--- config.mk ---
export PLATFORM = sky130hd
export DESIGN_NAME = chks_ram
export DESIGN_NICKNAME = d
export VERILOG_FILES = /design/src/hdl/chks_ram.sv
export SDC_FILE = /design/constraint.sdc
export NUM_CORES = 1
export LEC_CHECK = 0
export BUFFER_PORTS_ARGS = -buffer_cell sky130_fd_sc_hd__buf_4
export CORE_ASPECT_RATIO = 0.8
export CORE_MARGIN = 10
export CORE_UTILIZATION = 40
export DETAILED_ROUTE_END_ITERATION = 7
export GPL_ROUTABILITY_DRIVEN = 0
export GPL_TIMING_DRIVEN = 0
export PLACE_DENSITY = 0.66
export RECOVER_POWER = 100
export SYNTH_ARGS = -nofsm -noshare
export SYNTH_HDL_FRONTEND = slang
export SYNTH_SLANG_ARGS = --single-unit
--- constraint.sdc ---
create_clock -name i_clk -period 4 [get_ports i_clk]
set_clock_uncertainty 0.1 [all_clocks]
set_input_delay 0.8 -clock i_clk [delete_from_list [all_inputs] [get_ports i_clk]]
set_output_delay 0.8 -clock i_clk [all_outputs]
set_load 0.005 [all_outputs]
--- src/hdl/chks_ram.sv ---
// Generic single-port-write, registered-read RAM.
`timescale 1ns / 1ps
module chks_ram #(
    parameter int W = 8,
    parameter int D = 16,
    localparam int AW = (D > 1) ? $clog2(D) : 1
) (
    input  logic          i_clk,
    input  logic          i_we,
    input  logic [AW-1:0] i_waddr,
    input  logic [W-1:0]  i_wdata,
    input  logic [AW-1:0] i_raddr,
    output logic [W-1:0]  o_rdata
);
    logic [W-1:0] r_mem [D];
    logic [W-1:0] r_rdata;

    always_ff @(posedge i_clk) begin
        if (i_we) begin
            r_mem[i_waddr] <= i_wdata;
        end
        r_rdata <= r_mem[i_raddr];
    end

    assign o_rdata = r_rdata;
endmodule

# Yosys cells after proc, flatten, opt, wreduce, memory -nomap -nowiden
# Memory sizes are Yosys's and may differ from the RTL's. A register that Yosys moved wholly into a read port is not among the register bits.
# Index checks and enable logic that the tools add are counted.
[totals]
ff_bits = 0
latch_bits = 0
ramBits = 128
mem_bits_ro = 0
in_bits = 18
out_inout_bits = 8
wordCells = 3
mem_count = 1
[classes]
addsub = 0
mul = 0
n_div = 0
magnitude_cmp = 0
eq_ne = 0
n_shift = 0
mux = 2
bitwise = 0
reduce_logical = 0
[mem_list]
columns = ["name", "depth", "word_bits", "read_ports", "rd_clocked_by_memory_dff", "wr", "line_no", "source"]
rows = [
  ["r_mem", 16, 8, 1, 1, 1, "15", "logic [W-1:0] r_mem [D];"],
]
[op_table]
columns = ["cell", "n"]
rows = [
  ["1-bit 2-to-1 mux", 2],
]

# Logic depth before layout (Yosys ltp)
[logic_depth]
word_depth = 2
ltp_mapped = 5
depth_no_buf = 3

# Worst setup path after synthesis
# No wires, ideal clock.
[synth_path]
path_kind = "input-to-reg"
from = "input port i_waddr[2]"
to = "memory r_mem[0][0] (enable)"
setup_time_ps = 383
arrival_ps = 1910
t_required_ps = 3517
slack_ps = 1607
cell_stages = 2
n_path_buf = 0
cell_sequence = "or3b_2 -> nor3_1"
[synth_rtl]
columns = ["item", "line_no", "source"]
rows = [
  ["from (decl)", "10", "input logic [AW-1:0] i_waddr,"],
  ["to (decl)", "15", ""],
]
# No word-level cell before the write port.

==> flow_summary.ini <==
[yosys]
synth_compound_area_share_pct = 2.33
synthXorXnorAreaFrac_pct = 0
synthTopCellsByArea = edfxtp_1, mux4_2, mux4_1
yosys.area_share.simple_pct = 3.18
synthCells = 229
synth_top_family_by_area = multiplexers
yosysTopAreaCell = edfxtp_1
yosysSeqAreaShare_pct = 77.8
ys_warn_count = 0
syn_avg_cell_area_um2 = 22.5
ys_types = 19
ys_seq_elements = 136
muxShareOfSynthArea_pct = 15.0
synth_top_area_share_pct = 74.7
syn_nets = 247
synthAdderAreaFrac_pct = 0
syn_area_um2 = 5150

[pwr]
p_switching_uw = 662
p_seq_share_pct = 48.8
power.internal_uw = 2620
clkPwrFrac_pct = 46.6
ir_drop_v = 0.000353
leakage_uw = 0.00197
swShare_pct = 20.1
powerDensity_nw_per_um2 = 542
power_frac_comb_pct = 4.6

[worst_setup_path]
slowest_stage = mux4_1
crit_path_frequent_cell = clkbuf_1
path_delay_family = buffers and inverters
required_ns = 4.19
critical_path_arrival_ns = 2.79
cp_max_fo = 10
path_buf_inv = 2
worst-setup-path-type = in2reg
cp-start-kind = primary input
timing.critical_path.cells = clkbuf_1, clkbuf_1, mux4_1, a22oi_1, nand2_1
end_kind = flip-flop
slowest_delay_ns = 0.71

[die]
dieWidth_um = 147
die_area_um2 = 17800
core_area_um2 = 12400
row_count = 36
start_util_pct = 41.6
num_io_pins = 26
die_y_um = 121

[cells_and_area]
antenna_cells = 0
layout-area-overhead-vs-synth_pct = 17.7
nFillCells = 999
nNetsFinal = 290
finalInstanceArea_um2 = 6060
drive_above_1_share_pct = 23.2

[routing]
wl_per_cell_um = 22.7
drt-pass1-iter-count = 5
postRouteWirelength_mm = 10.4
dr_total_vias = 2379
drcViolationCount = 0
vias_per_cell = 5.22
drtIter0Drc = 165
drtAntennaViolNets = 0

[sta]
post-route-min-period_ns = 2.60
tns_ns = 0
period_share_pct = 65.0
max_clock_freq_mhz = 384
rsz0062_at_grt = no
worst_pin_slew_ns = 1.31
drv_slew = 0
setup_violations = 0
maxSlewHeadroom_pct = 11.8
hold_viol_final = 0

[cts]
cts_buffer_depth = 2
hold_buffers = 0
cts_made_buffers = 17
postCtsResizedCells = 0
cts.reportedPaths.clkPinSlew_ns = 0.05
cts-root-buf = clkbuf_16
cts_tree = built
clkLatencyLatePin_ns = 0.41
cts.htree.levels = 4
cts_sinks = 136
cts_setup_buffers = 0

[flow_run]
cap_viol_max_count = 0

[grt]
antenna_found_initial = 0
grt_max_degree = 17
grt_pass1_wl_mm = 15.8
grt_pass1_vias = 2540
grt_usage_pct = 12.3
grt_overflow = 0

[placement]
placed_cell_area_um2 = 5540
dp_hpwl_mm = 6.57
numPortBuffers = 24

[min_path]
hold_class = reg2reg

[outcome]
outcome = finished clean
==> synthesized netlist by cell type <==
master,instances
nor2b_1,1
buf_2,3
and2b_1,1
and2_1,1
nor3_1,4
nor2_1,13
or3b_2,1
a22oi_1,16
buf_4,1
nand2b_1,2
nand3b_1,2
dfxtp_1,8
edfxtp_1,128
nand3_1,1
mux4_2,18
mux4_1,14
clkdlybuf4s25_2,3
nand2_1,9
buf_6,3
==> path summary, 6_finish.rpt <==
kind	start	to	slack (ns)	depth (start not counted)
hold / removal	r_mem[11][0]	o_rdata[0]	0.60	3
hold reg to reg	r_mem[11][0]	o_rdata[0]	0.60	3
setup reg to reg	r_mem[15][4]	o_rdata[4]	2.48	3
setup / recovery	i_raddr[0]	o_rdata[0]	1.40	5
==> metal layers <==
metal	vias up	global-route usage, %	share of wire (%)
met5	-	0	0
met4	0	4.74	0.74
met3	10	4.32	8.3
met2	75	17.8	45
met1	1231	16.7	46
li1	1063	-	-
==> power groups by stage <==
stage,Clock [µW],Combinational [µW],Sequential (µW)
detailed placement,0,164,1630
global route,1620,167,1600
floorplan,0,80.9,1630
CTS,1550,165,1600
global placement,0,162,1630
finish,1530,153,1600
==> final cells by class <==
| class | instances | area (µm²) | share of cell area (%) |
|---|---|---|---|
| timing repair buffer | 24 | 128 | 2.11 |
| sequential | 136 | 4000 | 66.1 |
| multi-input combinational | 83 | 1060 | 17.4 |
| clock inverter | 15 | 160 | 2.64 |
| clock buffer | 17 | 425 | 7.02 |
| buffer | 10 | 71.3 | 1.18 |
| tap | 171 | 214 | 3.53 |
==> state kept, by name, summed over array words and instances (netlist names) <==
| name | cells |
|---|---|
| o_rdata | 8 |
| r_mem | 128 |
==> stage by stage <==
step / hold WS [ns] / util [%] / worst slack (ns) / total power [µW] / instances
after floorplan: 0.529 / - / 1.61 / 1710 / 229
after global placement: 0.573 / 44.7 / 1.00 / 1790 / 424
after detailed placement: 0.591 / 44.7 / 1.00 / 1800 / 424
after CTS: 0.604 / 49.5 / 1.42 / 3320 / 456
after global routing: 0.626 / 48.9 / 1.24 / 3390 / 456
final: 0.597 / 48.9 / 1.40 / 3290 / 456
==> kinds of logic after synthesis <==
group | after synthesis
AOI/OAI and AO/OA | 16
and+or+nand+nor | 35
DFF | 136
buffers and inverters | 10
muxes | 32
==> placed cells by master (no fill, tap or decap) <==
cell and instances:
clkinv_4 1, and2_1 1, clkinvlp_4 4, clkinv_1 3, or3b_2 1, mux4_2 18, clkbuf_16 17, nand2_1 9
nand3b_1 2, clkdlybuf4s25_2 3, clkinv_2 4, edfxtp_1 128, nand2b_1 2, buf_2 3, buf_6 1, nor2b_1 1
nor3_1 4, clkbuf_1 16, dfxtp_1 8, nand3_1 1, and2b_1 1, nor2_1 13, mux4_1 14, clkbuf_4 5
buf_4 6, bufinv_16 3, a22oi_1 16
==> tightest hold or removal path, stage by stage, from the launching register on <==
cell and delay (ns):
edfxtp_1 0.31, mux4_2 0.22, a22oi_1 0.08, nand2_1 0.06
No activity file was read; power rests on OpenSTA's default activity.
